## src/sv/imi_pkg.sv

```systemverilog
package imi_pkg;

	localparam int NUM_CENTROIDS  = 64;
	localparam int NUM_SUBSPACES  = 8;
	localparam int ID_BITS        = 6;
	localparam int SUB_BITS       = 3;
	localparam int COUNT_BITS     = 21;
	localparam int DIST_BITS      = 31;
	localparam int ROW_DIST_BITS  = DIST_BITS + 1;
	localparam int AMOUNT_BITS    = 20;
	localparam int TARGET_BITS    = 20;
	localparam int ACT_BITS       = ID_BITS + 1;
	localparam int CELL_ADDR_BITS = SUB_BITS + 2 * ID_BITS;
	localparam int CELL_DEPTH     = NUM_SUBSPACES * NUM_CENTROIDS * NUM_CENTROIDS;
	localparam int LIST_BITS      = ID_BITS + DIST_BITS;
	localparam int ROW_BITS       = ID_BITS + ROW_DIST_BITS;

	typedef enum logic [1:0] {
		OP_ADD   = 2'd0,
		OP_LOAD  = 2'd1,
		OP_START = 2'd2,
		OP_NEXT  = 2'd3
	} op_t;

	typedef enum logic [1:0] {
		PH_IDLE = 2'd0,
		PH_RUN  = 2'd1,
		PH_DONE = 2'd2
	} phase_t;

	typedef enum logic [3:0] {
		ST_CLEAR,
		ST_IDLE,
		ST_ADD_RD,
		ST_ADD_WR,
		ST_LOAD,
		ST_START_RD,
		ST_START_WR,
		ST_NEXT,
		ST_SCAN,
		ST_SCAN_END,
		ST_PICK,
		ST_CELL_RD,
		ST_CELL,
		ST_OPEN,
		ST_CHECK,
		ST_OUT
	} state_t;

	typedef struct packed {
		op_t                    operation;
		logic [SUB_BITS-1:0]    subspace;
		logic [ID_BITS-1:0]     cell_first;
		logic [ID_BITS-1:0]     cell_second;
		logic [AMOUNT_BITS-1:0] add_amount;
		logic [ID_BITS-1:0]     list_pos;
		logic [ID_BITS-1:0]     first_id;
		logic [DIST_BITS-1:0]   first_dist;
		logic [ID_BITS-1:0]     second_id;
		logic [DIST_BITS-1:0]   second_dist;
	} in_item_t;

	typedef struct packed {
		logic                  has_cell;
		logic [ID_BITS-1:0]    found_first;
		logic [ID_BITS-1:0]    found_second;
		logic [COUNT_BITS-1:0] cell_count;
		logic [COUNT_BITS-1:0] retrieved_total;
		logic                  finished;
	} out_item_t;

	typedef struct packed {
		logic clr_step;
		logic take;
		logic add_wr;
		logic load_wr;
		logic start_rd;
		logic start_wr;
		logic next_init;
		logic scan_init;
		logic scan_issue;
		logic pick_rd;
		logic cell_rd;
		logic cell_eval;
		logic open_wr;
		logic fin_set;
		logic out_load;
	} cmd_t;

	typedef struct packed {
		logic clr_done;
		logic run;
		logic scan_last;
		logic found;
		logic reached;
		logic has;
		logic any_live;
		logic out_free;
	} status_t;

endpackage

```

## src/sv/imi_ctrl.sv

```systemverilog
module imi_ctrl import imi_pkg::*; (
	input  logic    clk,
	input  logic    arst_n,
	input  logic    in_valid,
	input  op_t     in_op,
	output logic    in_ready,
	input  status_t sts,
	output cmd_t    cmd
);

	state_t state_q, state_n;

	always_ff @(posedge clk or negedge arst_n) begin
		if (!arst_n) begin
			state_q <= ST_CLEAR;
		end else begin
			state_q <= state_n;
		end
	end

	always_comb begin
		state_n  = state_q;
		cmd      = '0;
		in_ready = 1'b0;
		case (state_q)
			ST_CLEAR: begin
				cmd.clr_step = 1'b1;
				if (sts.clr_done) begin
					state_n = ST_IDLE;
				end
			end
			ST_IDLE: begin
				in_ready = 1'b1;
				if (in_valid) begin
					cmd.take = 1'b1;
					case (in_op)
						OP_ADD:   state_n = ST_ADD_RD;
						OP_LOAD:  state_n = ST_LOAD;
						OP_START: state_n = ST_START_RD;
						OP_NEXT:  state_n = ST_NEXT;
						default:  state_n = ST_IDLE;
					endcase
				end
			end
			ST_ADD_RD: state_n = ST_ADD_WR;
			ST_ADD_WR: begin
				cmd.add_wr = 1'b1;
				state_n = ST_IDLE;
			end
			ST_LOAD: begin
				cmd.load_wr = 1'b1;
				state_n = ST_IDLE;
			end
			ST_START_RD: begin
				cmd.start_rd = 1'b1;
				state_n = ST_START_WR;
			end
			ST_START_WR: begin
				cmd.start_wr = 1'b1;
				state_n = ST_IDLE;
			end
			ST_NEXT: begin
				cmd.next_init = 1'b1;
				cmd.scan_init = 1'b1;
				state_n = sts.run ? ST_SCAN : ST_OUT;
			end
			ST_SCAN: begin
				cmd.scan_issue = 1'b1;
				if (sts.scan_last) begin
					state_n = ST_SCAN_END;
				end
			end
			ST_SCAN_END: state_n = ST_PICK;
			ST_PICK: begin
				if (sts.found) begin
					cmd.pick_rd = 1'b1;
					state_n = ST_CELL_RD;
				end else begin
					cmd.fin_set = 1'b1;
					state_n = ST_OUT;
				end
			end
			ST_CELL_RD: begin
				cmd.cell_rd = 1'b1;
				state_n = ST_CELL;
			end
			ST_CELL: begin
				cmd.cell_eval = 1'b1;
				state_n = sts.reached ? ST_OUT : ST_OPEN;
			end
			ST_OPEN: begin
				cmd.open_wr = 1'b1;
				state_n = ST_CHECK;
			end
			ST_CHECK: begin
				if (!sts.any_live) begin
					cmd.fin_set = 1'b1;
					state_n = ST_OUT;
				end else if (sts.has) begin
					state_n = ST_OUT;
				end else begin
					cmd.scan_init = 1'b1;
					state_n = ST_SCAN;
				end
			end
			ST_OUT: begin
				if (sts.out_free) begin
					cmd.out_load = 1'b1;
					state_n = ST_IDLE;
				end
			end
			default: state_n = ST_IDLE;
		endcase
	end

endmodule

```

## config.mk

```make
export PLATFORM = sky130hd
export DESIGN_NAME = imi_ctrl
export DESIGN_NICKNAME = d
export VERILOG_FILES = /design/src/sv/imi_pkg.sv /design/src/sv/imi_ctrl.sv
export SDC_FILE = /design/constraint.sdc
export NUM_CORES = 1
export LEC_CHECK = 0
export ABC_AREA = 1
export BUFFER_PORTS_ARGS = -buffer_cell sky130_fd_sc_hd__buf_2
export CORE_MARGIN = 1
export CORE_UTILIZATION = 40
export CTS_BUF_LIST = sky130_fd_sc_hd__clkbuf_4 sky130_fd_sc_hd__clkbuf_8 sky130_fd_sc_hd__clkbuf_16
export DETAILED_ROUTE_END_ITERATION = 8
export GPL_ROUTABILITY_DRIVEN = 0
export PLACE_DENSITY = 0.74
export SYNTH_ARGS = -nofsm -noshare
export SYNTH_HDL_FRONTEND = slang
export SYNTH_SLANG_ARGS = --single-unit
```

## constraint.sdc

```tcl
create_clock -name clk -period 1.2 [get_ports clk]
set_clock_uncertainty 0.05 [all_clocks]
set_input_delay 0.18 -clock clk [delete_from_list [all_inputs] [get_ports clk]]
set_output_delay 0.18 -clock clk [all_outputs]
set_load 0.1 [all_outputs]
```

==> run_results.csv, run 1 <==
group,metric,value,unit
synth,syn_area,599.3,µm²
synth,synth_cell_type_count,16,
floorplanning,die_y,40.71,µm
cts,clock_path_buffers,2,
placement,port_buffers,28,
floorplanning,fp-row-count,13,
floorplanning,io_pins,29,
synth,ys_warn_count,0,
cts,cts_setup_buffers,7,
synth,ys_seq_area_frac,0.1670,
outcome,status,"did not finish",
floorplanning,chipWidth,40.71,µm
placement,post-place-ws,-0.2711,ns
outcome,tool.error,"[ERROR DPL-0038] Utilization greater than 100%, impossible to legalize",
cts,hold_buffers,1,
cts,root_buffer,"clkbuf_4",
placement,post-dp-hpwl,1.902,mm
synth,synth.avg_cell_area,5.304,µm²
placement,dp.cells,170,
cts,cts_resized,34,
synth,synthCells,113,
synth,yosys_register_bits,4,
outcome,flow.stopped_at,"clock tree synthesis",
cts,cts.sinks,4,
synth,synth_fp_nets,129,
floorplanning,start_util,0.4439,
cts,cts_buffers,3,
cts,htree_levels,1,
[through the flow]
stage               utilization  instance area (µm²)
global placement         0.9157                 1236
floorplan                     -                732.0
detailed placement       0.9157                 1236
[Yosys cell counts]
master	instances	area share
nor2_2	2	0.021
nand2_2	3	0.031
inv_2	8	0.050
ha_1	3	0.063
o21ai_2	1	0.015
nor2_4	3	0.056
nand3_1	6	0.050
o21ai_0	2	0.017
nor2_1	18	0.11
nand2_1	35	0.22
nor3_1	3	0.025
inv_1	21	0.13
a21oi_1	1	0.0083
nand3_2	1	0.017
dfrtp_1	4	0.17
o21ai_1	2	0.017
[kinds of logic after synthesis]
family	synth area share
simple gates	0.5323
buf+inv	0.1816
compound gates	0.05636
flops	0.1670
fa+ha+maj	0.06264
==> run 2: changes to the inputs <==
==> config.mk (replaced) <==
export PLATFORM = sky130hd
export DESIGN_NAME = imi_ctrl
export DESIGN_NICKNAME = d
export VERILOG_FILES = /design/src/sv/imi_pkg.sv /design/src/sv/imi_ctrl.sv
export SDC_FILE = /design/constraint.sdc
export NUM_CORES = 1
export LEC_CHECK = 0
export ABC_AREA = 1
export BUFFER_PORTS_ARGS = -buffer_cell sky130_fd_sc_hd__buf_2
export CORE_AREA = 2 2 63 65
export DETAILED_ROUTE_END_ITERATION = 8
export DIE_AREA = 0 0 65 67
export GPL_ROUTABILITY_DRIVEN = 0
export PLACE_DENSITY_LB_ADDON = 0.15
export SYNTH_ARGS = -nofsm -noshare
export SYNTH_HDL_FRONTEND = slang
export SYNTH_SLANG_ARGS = --single-unit
==> constraint.sdc (replaced) <==
create_clock -name clk -period 1.6 [get_ports clk]
set_clock_uncertainty 0.05 [all_clocks]
set_input_delay 0.24 -clock clk [delete_from_list [all_inputs] [get_ports clk]]
set_output_delay 0.24 -clock clk [all_outputs]
set_load 0.1 [all_outputs]
==> run 2 against run 1 <==
Net effect: area after synthesis did not move; synthesized cell count stayed put; the flow now finishes, with violations (setup timing).
==> run_results.csv, run 2 <==
group,metric,value,unit
power,p_sw_frac,0.5845,
cells_and_area,final_core_util,0.3779,
timing,setup_viol,4,
placement,port_buffers,28,
cells_and_area,drive_above_1_share,0.5860,
timing,fmax,618.9,MHz
synth,synth_area_leaders,"nand2_1 22%, dfrtp_1 17%, inv_1 13%",
floorplanning,start_util,0.1662,
placement,post-dp-hpwl,1.718,mm
synth,yosys.area.top_type,"nand2_1",
synth,yosys-top-cells-count,"35 x nand2_1, 21 x inv_1, 18 x nor2_1, 8 x inv_2, 6 x nand3_1",
worst_hold_path,hold_class,"input port to flop",
timing,hold_viol,0,
cts,root_buffer,"clkbuf_8",
cells_and_area,final_common_cell,"nand2_1",
grt,grt_max_degree,8,
drt,wirelength,2.056,mm
cells_and_area,n_fill_cell,384,
cells_and_area,final_nets,175,
drt,drt_iter0_markers,5,
power,ir_drop,611.9,µV
timing,layout_setup_ws,-0.01575,ns
cts,clkTransAtPathRegs,0.03,ns
cells_and_area,largest_registers,"state_q (4)",
floorplanning,io_pins,29,
drt,via_count,824,
synth,synth_cell_type_count,16,
floorplanning,die_area,4355,µm²
synth,synth.avg_cell_area,5.304,µm²
timing,tns,-0.02581,ns
synth,synth_most_common_cell,"nand2_1",
drt,via_per_inst,4.020,
cells_and_area,final_cell_area,1363,µm²
power,clkPwrFrac,0.078,
drt,wl_per_cell,10.03,µm
placement,placed_cell_area,1146,µm²
synth,synth_edf_count,0,
setup_path,cp-start-kind,"flop",
grt,overflow,0,
power,p_leak,0.0007210,µW
synth,ys_warn_count,0,
floorplanning,fp-row-count,22,
cts,cts_buffers,3,
power,p_sw,1568,µW
cells_and_area,register_area,105.1,µm²
cells_and_area,diodes,0,
setup_path,crit_fanout,7,
run,maxCapViolations,0,
cts,cts_tree,"yes",
drt,ant_nets,0,
timing,min_period,1.616,ns
grt,grt_pass1_wl,3.498,mm
outcome,violations,"setup timing",
cts,clkLatencyLatePin,0.21,ns
timing,rsz0062_at_grt,"true",
cts,cts.sinks,4,
timing,fin_crit_sh,1.010,
grt,antenna_found_initial,0,
cells_and_area,final_cell_mix,"25 x nand2_1, 16 x buf_12, 15 x inv_1, 12 x nor2_1, 12 x buf_2",
synth,yosysTopAreaCellShare,0.2192,
power,power_density,1969,nW/µm²
synth,ys_seq_area_frac,0.1670,
setup_path,crit_type,"flop to primary output",
power,p_int,1115,µW
placement,post-place-ws,0.05663,ns
synth,syn_area,599.3,µm²
drt,first_pass_iters,2,
timing,worst_pin_slew,0.2374,ns
setup_path,arrival,1.33,ns
synth,synth_fp_nets,129,
setup_path,cp-end-kind,"primary output",
drt,drc,0,
cells_and_area,multi_input_area,540.5,µm²
synth,synthCells,113,
synth,yosys_register_bits,4,
floorplanning,die_y,67,µm
outcome,status,"finished, violations left",
grt,grt_util_all_layers,0.1026,
timing,slew_headroom,0.8417,
timing,drv_slew,0,
floorplanning,fp.coreArea,3606,µm²
power,power_frac_comb,0.813,
synth,async_flop_share,1.000,
cells_and_area,top_register,"state_q",
power,p_seq_frac,0.109,
cells_and_area,largest_reg_flops,4,
grt,grt_pass1_vias,819,
cells_and_area,area_growth,127.3,%
cts,clock_path_buffers,2,
setup_path,required,1.31,ns
floorplanning,chipWidth,65,µm
cts,htree_levels,1,
synth,ys.flop_type,"dfrtp_1",
-- run 2: cell counts after synthesis --
Identical to the previous run, type by type.
-- run 2: kinds of logic after synthesis --
family	count (synthesis)	synth area share
adder cells (fa/ha/maj)	3	0.06264
buffers and inverters	29	0.1816
flip-flops	4	0.1670
AND/OR/NAND/NOR	71	0.5323
AO/OA/AOI/OAI	6	0.05636
-- run 2: through the flow --
stage	power (µW)	std cells	hold slack (ns)
floorplan	1559	113	-0.1056
detailed placement	2140	190	-0.002583
CTS	2529	200	0.3069
global placement	2137	190	-0.0009834
finish	2683	205	0.2959
global route	2861	205	0.3196
-- run 2: layer usage --
metal  global-route usage  part of all wire  vias up
met2               0.1946              0.53       21
li1                     -                 -      418
met3              0.02534             0.044        4
met5                    0                 0        -
met1               0.1141              0.41      381
met4              0.02394             0.015        0
-- run 2: power by group through the flow --
stage                     combinational, µW  sequential [µW]  clock [µW]
after floorplan                        1330              231           0
after global placement                 1900              240           0
after detailed placement               1890              245           0
after CTS                              2050              268         216
after global routing                   2330              301         226
final                                  2180              294         208
-- run 2: worst max-delay path, cell delays in order (launching register included) --
cell,delay [ns]
dfrtp_2,0.49
inv_2,0.11
nand2_4,0.08
nor2_4,0.11
inv_2,0.07
o21ai_4,0.07
buf_12,0.19
-- run 2: what timing repair did --
item | in CTS | in global routing
pin swaps | 4 | 6
setup buffers | 6 | 5
resized for setup | 14 | 16
setup endpoints to repair | 9 | 16
endpoints found under the hold margin | 4 | 0
hold buffers | 1 | 0
-- run 2: worst paths after layout --
check | cells after the start | slack [ns] | endpoint | startpoint
max | 6 | -0.02 | cmd[7] | state_q[3]
min | 4 | 0.30 | state_q[0] | in_valid
max reg2reg | 8 | 0.12 | state_q[3] | state_q[0]
min reg2reg | 3 | 0.77 | state_q[3] | state_q[3]
max in group asynchronous | 2 | 1.06 | state_q[0] | arst_n
min in group asynchronous | 2 | 0.31 | state_q[2] | arst_n
-- run 2: area by class of cell --
class                           instances  share of cell area
Clock buffer                            3             0.03030
Inverter                               29             0.09366
Multi-Input combinational cell         80              0.3967
Sequential cell                         4             0.07713
Tap cell                               48             0.04408
Timing Repair Buffer                   41              0.3581
(Power assumes the default switching activity.)
